**src/rtl/core/assert_macros.svh**
```systemverilog
// ----------------------------------------------------------------------------
// Assertion macros
// Shared concurrent assertion forms for the RTL, clocked and reset-qualified.
// ----------------------------------------------------------------------------
`ifndef ASSERT_MACROS_SVH
`define ASSERT_MACROS_SVH

// Same-cycle implication, disabled while reset is held
`define ASSERT_IMPLIES(label, clk, rstn, ante, cons) \
    label: assert property (@(posedge clk) disable iff (!(rstn)) (ante) |-> (cons)) \
        else $error("assertion failed");

// Next-cycle implication, disabled while reset is held
`define ASSERT_NEXT(label, clk, rstn, ante, cons) \
    label: assert property (@(posedge clk) disable iff (!(rstn)) (ante) |=> (cons)) \
        else $error("assertion failed");

`endif

```
**src/rtl/core/wpdd_pkg.sv**
```systemverilog
// ----------------------------------------------------------------------------
// wpdd_pkg
// Types and constants for the WAVE PCM16 data chunk downmixer.
// ----------------------------------------------------------------------------
package wpdd_pkg;

    localparam int unsigned MAX_CHANNELS_DEF = 8;
    localparam int unsigned SAMPLE_W         = 16;
    localparam int unsigned QUOT_W           = 16;

    localparam logic [31:0] DATA_ID          = 32'h6174_6164;
    localparam logic [31:0] MIN_FILE_LEN     = 32'd44;
    localparam logic [31:0] CHAN_POS_LO      = 32'd22;
    localparam logic [31:0] CHAN_POS_HI      = 32'd23;
    localparam logic [32:0] FIRST_CHUNK      = 33'd12;
    localparam logic [32:0] MIN_DATA_HDR     = 33'd24;

    localparam logic [1:0]  STATUS_SAMPLE    = 2'd0;
    localparam logic [1:0]  STATUS_END       = 2'd1;
    localparam logic [1:0]  STATUS_LAYOUT    = 2'd2;

    localparam logic [1:0]  PH_SCAN          = 2'd0;
    localparam logic [1:0]  PH_DATA          = 2'd1;
    localparam logic [1:0]  PH_DONE          = 2'd2;

    typedef struct packed {
        logic [7:0] byte_value;
        logic       end_of_file;
    } in_word_t;

    typedef struct packed {
        logic signed [SAMPLE_W-1:0] mono_sample;
        logic [1:0]                 status;
    } out_word_t;

endpackage

```
**src/rtl/core/wav_pcm16_data_chunk_downmix.sv**
```systemverilog
// ----------------------------------------------------------------------------
// wav_pcm16_data_chunk_downmix
// Byte-serial RIFF/WAVE parser that downmixes the PCM16 data chunk to mono.
// ----------------------------------------------------------------------------
// Feed the file one byte per input word, having first written its total
// length to the file_length register while the block is idle. Each byte goes
// through accept, position compare, parse and result; the last byte of a chunk
// header adds one step to decode the header. A byte that completes a frame
// adds the channel mean, found by a shared restoring divider that produces
// one quotient bit per cycle over 16 steps, with a set-up step before them
// and a sign fix after. One result word at most leaves per byte, through
// an output register, so a byte is still taken while an earlier result waits;
// the block only stalls when a second result is ready before the first has
// gone. Status 0 carries a mono sample, 1 reports a file that is too short or
// has no data chunk, 2 reports a data chunk placed before offset 24 or with
// more than MAX_CHANNELS channels. After the final byte (end_of_file high or
// byte file_length-1) the parse state returns to its reset value.
// ----------------------------------------------------------------------------
`include "assert_macros.svh"

module wav_pcm16_data_chunk_downmix
    import wpdd_pkg::*;
#(
    parameter int unsigned MAX_CHANNELS = MAX_CHANNELS_DEF
)
(
    input  logic        aclk,
    input  logic        aresetn,
    input  logic        cfg_we,
    input  logic [31:0] cfg_wdata,
    input  logic        s_valid,
    output logic        s_ready,
    input  in_word_t    s_data,
    output logic        m_valid,
    input  logic        m_ready,
    output out_word_t   m_data
);

    // Widths that follow from the channel limit
    localparam int unsigned CH_W   = $clog2(MAX_CHANNELS + 1);
    localparam int unsigned SUM_W  = SAMPLE_W + $clog2(MAX_CHANNELS);
    localparam int unsigned NUM_W  = SUM_W + 1;
    localparam int unsigned DEN_W  = $clog2(MAX_CHANNELS) + 2;
    localparam int unsigned HI_W   = NUM_W - QUOT_W;
    localparam int unsigned CNT_W  = $clog2(QUOT_W);

    // Sequencer states
    localparam logic [2:0] ST_IDLE = 3'd0;
    localparam logic [2:0] ST_PREP = 3'd1;
    localparam logic [2:0] ST_EXEC = 3'd2;
    localparam logic [2:0] ST_HDR  = 3'd3;
    localparam logic [2:0] ST_DSET = 3'd4;
    localparam logic [2:0] ST_DIV  = 3'd5;
    localparam logic [2:0] ST_DEND = 3'd6;
    localparam logic [2:0] ST_FIN  = 3'd7;

    // Result kinds raised while parsing one byte
    localparam logic [1:0] RES_NONE   = 2'd0;
    localparam logic [1:0] RES_SAMPLE = 2'd1;
    localparam logic [1:0] RES_LAYOUT = 2'd2;

    // Control and parse state
    logic [2:0]              state_reg, state_next;
    logic [31:0]             file_length_reg;
    logic [31:0]             pos_reg, pos_next;
    logic [32:0]             ncs_reg, ncs_next;
    logic [63:0]             hdr_reg, hdr_next;
    logic [15:0]             chan_cnt_reg, chan_cnt_next;
    logic [31:0]             dbl_reg, dbl_next;
    logic [1:0]              phase_reg, phase_next;
    logic signed [SUM_W-1:0] sum_reg, sum_next;
    logic [CH_W-1:0]         idx_reg, idx_next;
    logic [7:0]              low_reg, low_next;
    logic                    m_valid_reg, m_valid_next;

    // Per-byte working registers
    logic [7:0]              byte_reg, byte_next;
    logic                    eof_reg, eof_next;
    logic                    last_reg, last_next;
    logic                    in_hdr_reg, in_hdr_next;
    logic [2:0]              k_reg, k_next;
    logic [1:0]              res_reg, res_next;
    out_word_t               m_data_reg, m_data_next;

    // Shared divider
    logic [DEN_W-1:0]        rem_reg, rem_next;
    logic [QUOT_W-1:0]       div_lo_reg, div_lo_next;
    logic [DEN_W-1:0]        den_reg, den_next;
    logic [CNT_W-1:0]        div_cnt_reg, div_cnt_next;
    logic                    neg_reg, neg_next;
    logic [SAMPLE_W-1:0]     sample_reg, sample_next;

    // Combinational helpers
    logic [15:0]             eff_ch;
    logic [CH_W-1:0]         n_ch;
    logic                    long_file;
    logic [33:0]             pos_diff;
    logic signed [SAMPLE_W-1:0] pcm;
    logic signed [SUM_W-1:0] sum_add;
    logic [SUM_W-1:0]        mag;
    logic [NUM_W-1:0]        num;
    logic [DEN_W:0]          trial;
    logic [31:0]             hdr_id;
    logic [31:0]             hdr_sz;
    logic [33:0]             avail;
    logic [33:0]             nx;
    logic                    emit;

    assign eff_ch    = (chan_cnt_reg == 16'd0) ? 16'd1 : chan_cnt_reg;
    assign n_ch      = eff_ch[CH_W-1:0];
    assign long_file = (file_length_reg >= MIN_FILE_LEN);
    assign pos_diff  = {2'b00, pos_reg} - {1'b0, ncs_reg};
    assign pcm       = $signed({byte_reg, low_reg});
    assign sum_add   = sum_reg + SUM_W'(pcm);
    assign mag       = sum_reg[SUM_W-1] ? SUM_W'(-sum_reg) : SUM_W'(sum_reg);
    assign num       = {mag, 1'b0} + NUM_W'(n_ch);
    assign trial     = {rem_reg, div_lo_reg[QUOT_W-1]} - {1'b0, den_reg};
    assign hdr_id    = hdr_reg[31:0];
    assign hdr_sz    = hdr_reg[63:32];
    // Bytes of the file left after the chunk header; negative (bit 33 set) when the header runs past the end
    assign avail     = {2'b00, file_length_reg} - ({1'b0, ncs_reg} + 34'd8);
    // Start of the following chunk: header, body and pad byte
    assign nx        = {1'b0, ncs_reg} + 34'd8 + {2'b00, hdr_sz} + {33'd0, hdr_sz[0]};
    assign emit      = (res_reg inside {RES_SAMPLE, RES_LAYOUT})
                       || (last_reg && (!long_file || phase_reg == PH_SCAN));

    always_comb begin
        state_next    = state_reg;
        pos_next      = pos_reg;
        ncs_next      = ncs_reg;
        hdr_next      = hdr_reg;
        chan_cnt_next = chan_cnt_reg;
        dbl_next      = dbl_reg;
        phase_next    = phase_reg;
        sum_next      = sum_reg;
        idx_next      = idx_reg;
        low_next      = low_reg;
        m_valid_next  = m_valid_reg;
        byte_next     = byte_reg;
        eof_next      = eof_reg;
        last_next     = last_reg;
        in_hdr_next   = in_hdr_reg;
        k_next        = k_reg;
        res_next      = res_reg;
        m_data_next   = m_data_reg;
        rem_next      = rem_reg;
        div_lo_next   = div_lo_reg;
        den_next      = den_reg;
        div_cnt_next  = div_cnt_reg;
        neg_next      = neg_reg;
        sample_next   = sample_reg;

        // Drop the result word once it has been taken
        if (m_valid_reg && m_ready) begin
            m_valid_next = 1'b0;
        end

        case (state_reg)
            ST_IDLE: begin
                if (s_valid) begin
                    byte_next  = s_data.byte_value;
                    eof_next   = s_data.end_of_file;
                    state_next = ST_PREP;
                end
            end
            ST_PREP: begin
                last_next   = eof_reg
                              || (({1'b0, pos_reg} + 33'd1) >= {1'b0, file_length_reg});
                in_hdr_next = (pos_diff[33:3] == 31'd0);
                k_next      = pos_diff[2:0];
                res_next    = RES_NONE;
                if (long_file && pos_reg == CHAN_POS_LO) begin
                    chan_cnt_next[7:0] = byte_reg;
                end
                if (long_file && pos_reg == CHAN_POS_HI) begin
                    chan_cnt_next[15:8] = byte_reg;
                end
                state_next = ST_EXEC;
            end
            ST_EXEC: begin
                state_next = ST_FIN;
                if (long_file) begin
                    if (phase_reg == PH_SCAN) begin
                        if (in_hdr_reg) begin
                            hdr_next[{k_reg, 3'b000} +: 8] = byte_reg;
                            if (k_reg == 3'd7) begin
                                state_next = ST_HDR;
                            end
                        end
                    end else if (phase_reg == PH_DATA && dbl_reg != 32'd0) begin
                        dbl_next = dbl_reg - 32'd1;
                        // Body starts at an even distance from the header
                        if (pos_reg[0] == ncs_reg[0]) begin
                            low_next = byte_reg;
                        end else if ((idx_reg + CH_W'(1)) == n_ch) begin
                            sum_next   = sum_add;
                            state_next = ST_DSET;
                        end else begin
                            sum_next = sum_add;
                            idx_next = idx_reg + CH_W'(1);
                        end
                    end
                end
            end
            ST_HDR: begin
                state_next = ST_FIN;
                if (hdr_id == DATA_ID) begin
                    if (ncs_reg < MIN_DATA_HDR || eff_ch > 16'(MAX_CHANNELS)) begin
                        phase_next = PH_DONE;
                        res_next   = RES_LAYOUT;
                    end else begin
                        if (avail[33]) begin
                            dbl_next = 32'd0;
                        end else if ({2'b00, hdr_sz} < avail) begin
                            dbl_next = hdr_sz;
                        end else begin
                            dbl_next = avail[31:0];
                        end
                        phase_next = PH_DATA;
                        sum_next   = '0;
                        idx_next   = '0;
                    end
                end else begin
                    // Saturate far chunks to an offset that is never reached
                    ncs_next = (nx > 34'h1_0000_0000) ? 33'h1_0000_0000 : nx[32:0];
                end
            end
            ST_DSET: begin
                neg_next     = sum_reg[SUM_W-1];
                rem_next     = {1'b0, num[NUM_W-1 -: HI_W]};
                div_lo_next  = num[QUOT_W-1:0];
                den_next     = DEN_W'({n_ch, 1'b0});
                div_cnt_next = '0;
                state_next   = ST_DIV;
            end
            ST_DIV: begin
                if (!trial[DEN_W]) begin
                    rem_next    = trial[DEN_W-1:0];
                    div_lo_next = {div_lo_reg[QUOT_W-2:0], 1'b1};
                end else begin
                    rem_next    = {rem_reg[DEN_W-2:0], div_lo_reg[QUOT_W-1]};
                    div_lo_next = {div_lo_reg[QUOT_W-2:0], 1'b0};
                end
                div_cnt_next = div_cnt_reg + CNT_W'(1);
                if (div_cnt_reg == CNT_W'(QUOT_W - 1)) begin
                    state_next = ST_DEND;
                end
            end
            ST_DEND: begin
                sample_next = neg_reg ? (~div_lo_reg + SAMPLE_W'(1)) : div_lo_reg;
                res_next    = RES_SAMPLE;
                sum_next    = '0;
                idx_next    = '0;
                state_next  = ST_FIN;
            end
            ST_FIN: begin
                // Hold here while a result must leave and the slot is full
                if (!(emit && m_valid_reg && !m_ready)) begin
                    if (emit) begin
                        m_valid_next = 1'b1;
                        case (res_reg)
                            RES_SAMPLE: begin
                                m_data_next.mono_sample = $signed(sample_reg);
                                m_data_next.status      = STATUS_SAMPLE;
                            end
                            RES_LAYOUT: begin
                                m_data_next.mono_sample = '0;
                                m_data_next.status      = STATUS_LAYOUT;
                            end
                            default: begin
                                m_data_next.mono_sample = '0;
                                m_data_next.status      = STATUS_END;
                            end
                        endcase
                    end
                    if (last_reg) begin
                        pos_next      = '0;
                        ncs_next      = FIRST_CHUNK;
                        hdr_next      = '0;
                        chan_cnt_next = '0;
                        dbl_next      = '0;
                        phase_next    = PH_SCAN;
                        sum_next      = '0;
                        idx_next      = '0;
                        low_next      = '0;
                    end else begin
                        pos_next = pos_reg + 32'd1;
                    end
                    state_next = ST_IDLE;
                end
            end
            default: begin
                state_next = ST_IDLE;
            end
        endcase
    end

    always_ff @(posedge aclk) begin
        if (!aresetn) begin
            state_reg       <= ST_IDLE;
            file_length_reg <= '0;
            pos_reg         <= '0;
            ncs_reg         <= FIRST_CHUNK;
            hdr_reg         <= '0;
            chan_cnt_reg    <= '0;
            dbl_reg         <= '0;
            phase_reg       <= PH_SCAN;
            sum_reg         <= '0;
            idx_reg         <= '0;
            low_reg         <= '0;
            m_valid_reg     <= 1'b0;
            res_reg         <= RES_NONE;
        end else begin
            state_reg    <= state_next;
            if (cfg_we) begin
                file_length_reg <= cfg_wdata;
            end
            pos_reg      <= pos_next;
            ncs_reg      <= ncs_next;
            hdr_reg      <= hdr_next;
            chan_cnt_reg <= chan_cnt_next;
            dbl_reg      <= dbl_next;
            phase_reg    <= phase_next;
            sum_reg      <= sum_next;
            idx_reg      <= idx_next;
            low_reg      <= low_next;
            m_valid_reg  <= m_valid_next;
            res_reg      <= res_next;
        end
    end

    // Working and payload registers: no reset needed
    always_ff @(posedge aclk) begin
        byte_reg    <= byte_next;
        eof_reg     <= eof_next;
        last_reg    <= last_next;
        in_hdr_reg  <= in_hdr_next;
        k_reg       <= k_next;
        m_data_reg  <= m_data_next;
        rem_reg     <= rem_next;
        div_lo_reg  <= div_lo_next;
        den_reg     <= den_next;
        div_cnt_reg <= div_cnt_next;
        neg_reg     <= neg_next;
        sample_reg  <= sample_next;
    end

    assign s_ready = (state_reg == ST_IDLE);
    assign m_valid = m_valid_reg;
    assign m_data  = m_data_reg;

    // The data phase is only entered with a supported layout
    `ASSERT_IMPLIES(a_data_ch_limit, aclk, aresetn, phase_reg == PH_DATA, eff_ch <= 16'(MAX_CHANNELS))
    `ASSERT_IMPLIES(a_data_hdr_place, aclk, aresetn, phase_reg == PH_DATA, ncs_reg >= MIN_DATA_HDR)
    // Status words carry a zero sample
    `ASSERT_IMPLIES(a_status_zero, aclk, aresetn, m_valid && m_data.status != STATUS_SAMPLE, m_data.mono_sample == '0)
    // A frame-completing byte always reaches the divider
    `ASSERT_NEXT(a_div_start, aclk, aresetn, state_reg == ST_DSET, state_reg == ST_DIV && div_cnt_reg == '0)

endmodule
```
**config.mk**
```make
export PLATFORM = sky130hd
export DESIGN_NAME = wav_pcm16_data_chunk_downmix
export DESIGN_NICKNAME = d
export VERILOG_FILES = /design/src/rtl/core/wpdd_pkg.sv /design/src/rtl/core/wav_pcm16_data_chunk_downmix.sv
export VERILOG_INCLUDE_DIRS = /design/src /design/src/rtl/core
export SDC_FILE = /design/constraint.sdc
export NUM_CORES = 1
export LEC_CHECK = 0
export BUFFER_PORTS_ARGS = -buffer_cell sky130_fd_sc_hd__buf_2
export CAP_MARGIN = 30
export CORE_MARGIN = 10
export CORE_UTILIZATION = 50
export DETAILED_ROUTE_END_ITERATION = 8
export MAX_ROUTING_LAYER = met4
export PLACE_DENSITY_LB_ADDON = 0.25
export SYNTH_ARGS = -nofsm -noshare
export SYNTH_HDL_FRONTEND = slang
export SYNTH_SLANG_ARGS = --single-unit
```
**constraint.sdc**
```tcl
create_clock -name aclk -period 15.2 [get_ports aclk]
set_input_delay 1.52 -clock aclk [delete_from_list [all_inputs] [get_ports aclk]]
set_output_delay 1.52 -clock aclk [all_outputs]
set_load 0.02 [all_outputs]
```
* After elaboration in Yosys (flattened, before gate mapping)
Cells that the tools add are included.
** Operators by class
- Add/subtract/negate cells :: 16
- Multipliers :: 0
- Divide/modulo/power cells :: 0
- Magnitude comparators :: 6
- Eq/ne operators :: 35
- Shifts and indexed selects :: 2
- Mux-type cells :: 86
- Bitwise operators :: 2
- Reduce and logical (&&, ||, !) cells :: 41
** Operator list (count)
- $mux 32 :: 10
- $mux 64 :: 5
- $mux 19 :: 9
- $mux 33 :: 4
- $pmux 64 s2 :: 1
- $pmux 32 s3 :: 1
- $pmux 19 s4 :: 1
- $pmux 33 s2 :: 1
- $bwmux 64 :: 1
- $eq 32x5->1 const B :: 2
- $mux 16 :: 4
- $mux 8 :: 8
- $pmux 16 s2 :: 2
- $shift 8x8->64 const A :: 1
- $shiftx 8x8->64 :: 1
- $mux 4 :: 9
- $ne 2x2->1 const B :: 18
- $pmux 18 s2 :: 1
- $add 33x4->34 const B :: 1
- $add 34x1->34 :: 1
- $add 34x32->34 :: 1
- $gt 34x33->1 const B :: 1
- $lt 32x34->1 :: 1
- $sub 32x33->34 :: 1
- 57 further kinds :: 103
** Storage, ports and cells
- Register bits after elaboration :: 326
- Latch bits :: 0
- Bits in writable memories :: 0
- ROM bits :: 0
- Bits of input ports :: 46
- Output and inout port bits :: 20
- Logic and storage cells :: 215
- Memories :: 0

* Logic depth before layout (Yosys ltp)
- Depth in word-level cells :: 9
- Mapped depth :: 29
- Gate-level depth less buffers :: 27

* Worst setup path before layout
OpenSTA, ideal clock, no wires.
- Kind :: register -> register
- From :: register ncs_reg[3]
- To :: register dbl_reg[4]
- Setup time :: 0.119 ns
- Arrival time :: 5.508 ns
- Required time :: 15.081 ns
- Path slack :: 9.573 ns
- Stages on the path, launching flop included :: 30
- Path buffers :: 2
- Period minus slack after synthesis :: 5.627 ns
- Path through :: dfxtp_1 -> ha_1 -> nand3_1 -> or3_1 -> xnor2_1 -> inv_1 -> ha_1 -> a21oi_1 -> nor2b_1 -> or3_1 -> or2_2 -> a311o_1 -> a21o_1 -> a21o_1 -> a21o_1 -> xnor2_1 -> ha_1 -> a21oi_1 -> nor2_1 -> a211o_1 -> a221o_1 -> a31oi_1 -> nand2_1 -> nor4b_1 -> nand4_1 -> buf_2 -> buf_2 -> nor2_1 -> a211oi_1 -> nor2_1
** Between the ends
- Cells in the longest elaborated chain, start to end :: 8
- Elaborated cells on any way between the ends :: 12
- Classes of those cells :: add/sub (2); order compare (2); eq/ne (1); mux (5); reduce/logical (2)
** RTL lines
- from (decl) :: RTL line wav_pcm16_data_chunk_downmix.sv:66 : logic [32:0] ncs_reg, ncs_next;
- from (signal assigned) :: RTL line wav_pcm16_data_chunk_downmix.sv:319 : ncs_reg <= ncs_next;
- $add 33x4->34 :: RTL line wav_pcm16_data_chunk_downmix.sv:121 : assign avail = {2'b00, file_length_reg} - ({1'b0, ncs_reg} + 34'd8);
- $sub 32x34->34 :: RTL line wav_pcm16_data_chunk_downmix.sv:121
- $lt 32x34->1 :: RTL line wav_pcm16_data_chunk_downmix.sv:214 : end else if ({2'b00, hdr_sz} < avail) begin
- $mux 32 :: RTL line wav_pcm16_data_chunk_downmix.sv:214
- $mux 32 :: RTL line wav_pcm16_data_chunk_downmix.sv:212 : if (avail[33]) begin
- $mux 32 :: RTL line wav_pcm16_data_chunk_downmix.sv:208 : if (ncs_reg < MIN_DATA_HDR || eff_ch > 16'(MAX_CHANNELS)) begin
- $mux 32 :: RTL line wav_pcm16_data_chunk_downmix.sv:207 : if (hdr_id == DATA_ID) begin
- $pmux 32 s3 :: RTL line wav_pcm16_data_chunk_downmix.sv:158 : case (state_reg)
- to (signal assigned) :: RTL line wav_pcm16_data_chunk_downmix.sv:322 : dbl_reg <= dbl_next;
- to (decl) :: RTL line wav_pcm16_data_chunk_downmix.sv:69 : logic [31:0] dbl_reg, dbl_next;
Several ways; a longest one is shown, not always the timed one. The select of a mux whose other input is x is not followed.
A chain may end at the register's enable or synchronous reset.

* Worst setup path in the final report
- From :: register ncs_reg[3]
- To :: register dbl_reg[0]
The elaborated chain is that of the path after synthesis.

==> flow_summary.json <==
{
  "cp_max_fo": 63,
  "routed_wl_um": 77500,
  "cts_buffer_depth": 3,
  "netlist_area_sq_um": 24100,
  "ios": 66,
  "cp_data_arrival_time_ns": 7.13,
  "yosysSeqAreaShare_pct": 30.3,
  "fin_crit_sh_pct": 44.0,
  "clock_skew_ns": 0.0382,
  "synth_seq_cells": 326,
  "hold_buffers": 0,
  "final_max_slew_viol_count": 0,
  "numPortBuffers": 65,
  "grt_pass1_vias": 21459,
  "syn_to_final_growth_pct": 8.26,
  "max_freq_mhz": 150,
  "wire_per_inst_um": 21.2,
  "met1_usage_pct": 33.1,
  "overflow": 0,
  "synth_cell_types": 82,
  "hpwl_um": 59200,
  "design_area_sq_um": 26100,
  "gp_congestion": 1.02,
  "grt.busiest_layer": "met2",
  "cts_sinks": 326,
  "min_period_ns": 6.68,
  "post_cts_resized": 0,
  "cts.clk_slew.worst_paths_ns": 0.06,
  "power_density_nw_per_um2": 89.6,
  "hold_violations": 0,
  "vias": 22988,
  "drive_gt1_share_pct": 6.25,
  "die_w_um": 240,
  "setup-violations-final": 0,
  "r2r_slack_ns": 8.52,
  "final_nets": 3263,
  "rsz0062_at_grt": "no",
  "dpl_cell_area_sq_um": 24900,
  "synth-edff-count": 78,
  "ant_nets": 0,
  "worst_pin_slew_ns": 0.900,
  "vdd_ir_drop_max_mv": 0.0875,
  "crit_type": "reg2reg",
  "grt_use_met2_pct": 42.8,
  "status": "finished clean",
  "synth.avg_cell_area_sq_um": 7.97,
  "synth_ff_type": "dfxtp_1",
  "fp-row-count": 80,
  "antenna_cells": 0,
  "start_util_pct": 50.6,
  "drt_iter0_markers": 2382,
  "synthCells": 3024,
  "largest_reg_flops": 64,
  "synth_nets": 3274,
  "critPathLaunchType": "register",
  "antenna_found_initial": 0,
  "final_cell_mix": "301 x nor2_1, 270 x a21oi_1, 248 x nand2_1, 248 x dfxtp_1, 198 x ha_1",
  "fp.dieH_um": 240,
  "postCtsSetupBuffers": 0,
  "h-tree-depth": 2,
  "viasPerCell": 6.29,
  "cts_made_buffers": 37,
  "hp-class": "reg2reg",
  "yosysWarnings": 0,
  "max_cap_viol_count": 0,
  "relSlewSlack_pct": 38.5,
  "fp.coreArea_sq_um": 47600,
  "dieArea_sq_um": 57400,
  "dr.pass1.iters": 6,
  "cp_data_required_time_ns": 15.64,
  "cts-root-buf": "clkbuf_16",
  "fill_cells": 4470,
  "endpoint_kind": "register",
  "leakage_nw": 10.5,
  "grt_use_met3_pct": 3.84,
  "clock_latency_ns": 0.59,
  "dp_cells": 3588,
  "layout_commonest_cell": "nor2_1",
  "async_flop_share_pct": 0,
  "tns_ns": 0,
  "final_cells": 3656,
  "cts_tree": "done",
  "grtUsageTotal_pct": 26.9,
  "grt_max_degree": 88,
  "grt_pass1_wl_um": 120000,
  "utilization_pct": 54.7,
  "drc": 0
}
cells in the mapped netlist, types with 13 or more instances:
library cell | instances | area share, %
a211oi_1 | 29 | 0.90
a21o_1 | 55 | 1.7
a21oi_1 | 270 | 5.6
a22oi_1 | 18 | 0.56
a31oi_1 | 30 | 0.78
a32o_1 | 22 | 0.91
and2_1 | 45 | 1.2
and3_1 | 31 | 0.80
and4_1 | 14 | 0.51
buf_2 | 15 | 0.31
clkbuf_1 | 118 | 1.8
dfxtp_1 | 248 | 21
edfxtp_1 | 78 | 9.7
ha_1 | 198 | 10
inv_1 | 172 | 2.7
mux2i_1 | 65 | 2.7
nand2_1 | 248 | 3.9
nand2b_1 | 23 | 0.60
nand3_1 | 129 | 2.7
nand3b_1 | 16 | 0.50
nand4_1 | 46 | 1.2
nor2_1 | 304 | 4.7
nor2b_1 | 21 | 0.55
nor3_1 | 85 | 1.8
nor3b_1 | 14 | 0.44
nor4_1 | 53 | 1.4
o21a_1 | 23 | 0.72
o21ai_0 | 167 | 3.5
o21ai_1 | 13 | 0.27
o31ai_1 | 26 | 0.81
or3_1 | 38 | 0.99
or4_1 | 15 | 0.47
xnor2_1 | 143 | 5.2
xor2_1 | 62 | 2.3
path summary, 6_finish.rpt:
kind / startpoint / endpoint / cells after the start
max: ncs_reg[3]$_SDFFE_PN1P_ / dbl_reg[0]$_SDFFE_PN0P_ / 27
min: hdr_reg[8]$_SDFFE_PN0P_ / hdr_reg[8]$_SDFFE_PN0P_ / 2
max reg2reg: ncs_reg[3]$_SDFFE_PN1P_ / dbl_reg[0]$_SDFFE_PN0P_ / 27
min reg2reg: hdr_reg[8]$_SDFFE_PN0P_ / hdr_reg[8]$_SDFFE_PN0P_ / 2
cells by family after synthesis:
kind of cell | share of synthesized area, %
buffers and inverters | 4.97
adder cells (fa/ha/maj) | 10.8
AND/OR/NAND/NOR | 23.2
flip-flops | 30.3
multiplexers | 3.03
AO/OA/AOI/OAI | 20.2
XOR/XNOR | 7.45
layout make-up:
type                            count  area (sq um)  share of cell area (%)
Clock inverter                     20           166                   0.638
Multi-Input combinational cell   2384         15600                    59.9
Tap cell                          615           769                    2.95
Timing Repair Buffer               89           541                    2.07
Inverter                          175           662                    2.54
Clock buffer                       47          1020                    3.93
Sequential cell                   326          7310                    28.0
worst max-delay path: stages (launching register included):
cell and delay [ns]:
dfxtp_1 0.40, ha_1 0.27, nand3_1 0.21, or3_1 0.38
xnor2_1 0.26, inv_1 0.08, ha_1 0.37, a21oi_1 0.18
nor2b_1 0.05, or3_1 0.37, or2_2 0.30, a21oi_1 0.23
o41ai_1 0.17, a21o_1 0.21, a21o_1 0.18, xnor2_1 0.27
ha_1 0.31, a21o_1 0.16, a211o_1 0.28, a221o_1 0.30
a31oi_1 0.16, nand2_1 0.07, nor4b_1 0.15, nand4_1 0.11
buf_4 0.53, nor3_1 0.12, a311oi_1 0.29, a21oi_1 0.10
per-stage QoR:
stage | hold WS (ns) | setup WS, ns | total power, W
floorplan | 0.406 | 9.57 | 0.00131
global placement | 0.451 | 8.83 | 0.00143
detailed placement | 0.456 | 8.67 | 0.00144
CTS | 0.465 | 8.65 | 0.00233
global route | 0.484 | 8.07 | 0.00243
finish | 0.466 | 8.52 | 0.00234
routing by layer:
metal  vias to the layer above  routed length (um)
met1                     10906               32900
met4                         0                3940
met5                         -                   0
met2                       893               35600
met3                       208                5100
li1                      10981                   -
power breakdown:
group,internal [W],switching [W]
Combinational,0.000175,0.000300
Sequential,0.000920,0.0000435
Clock,0.000500,0.000400
No activity file was read; power rests on OpenSTA's default activity.
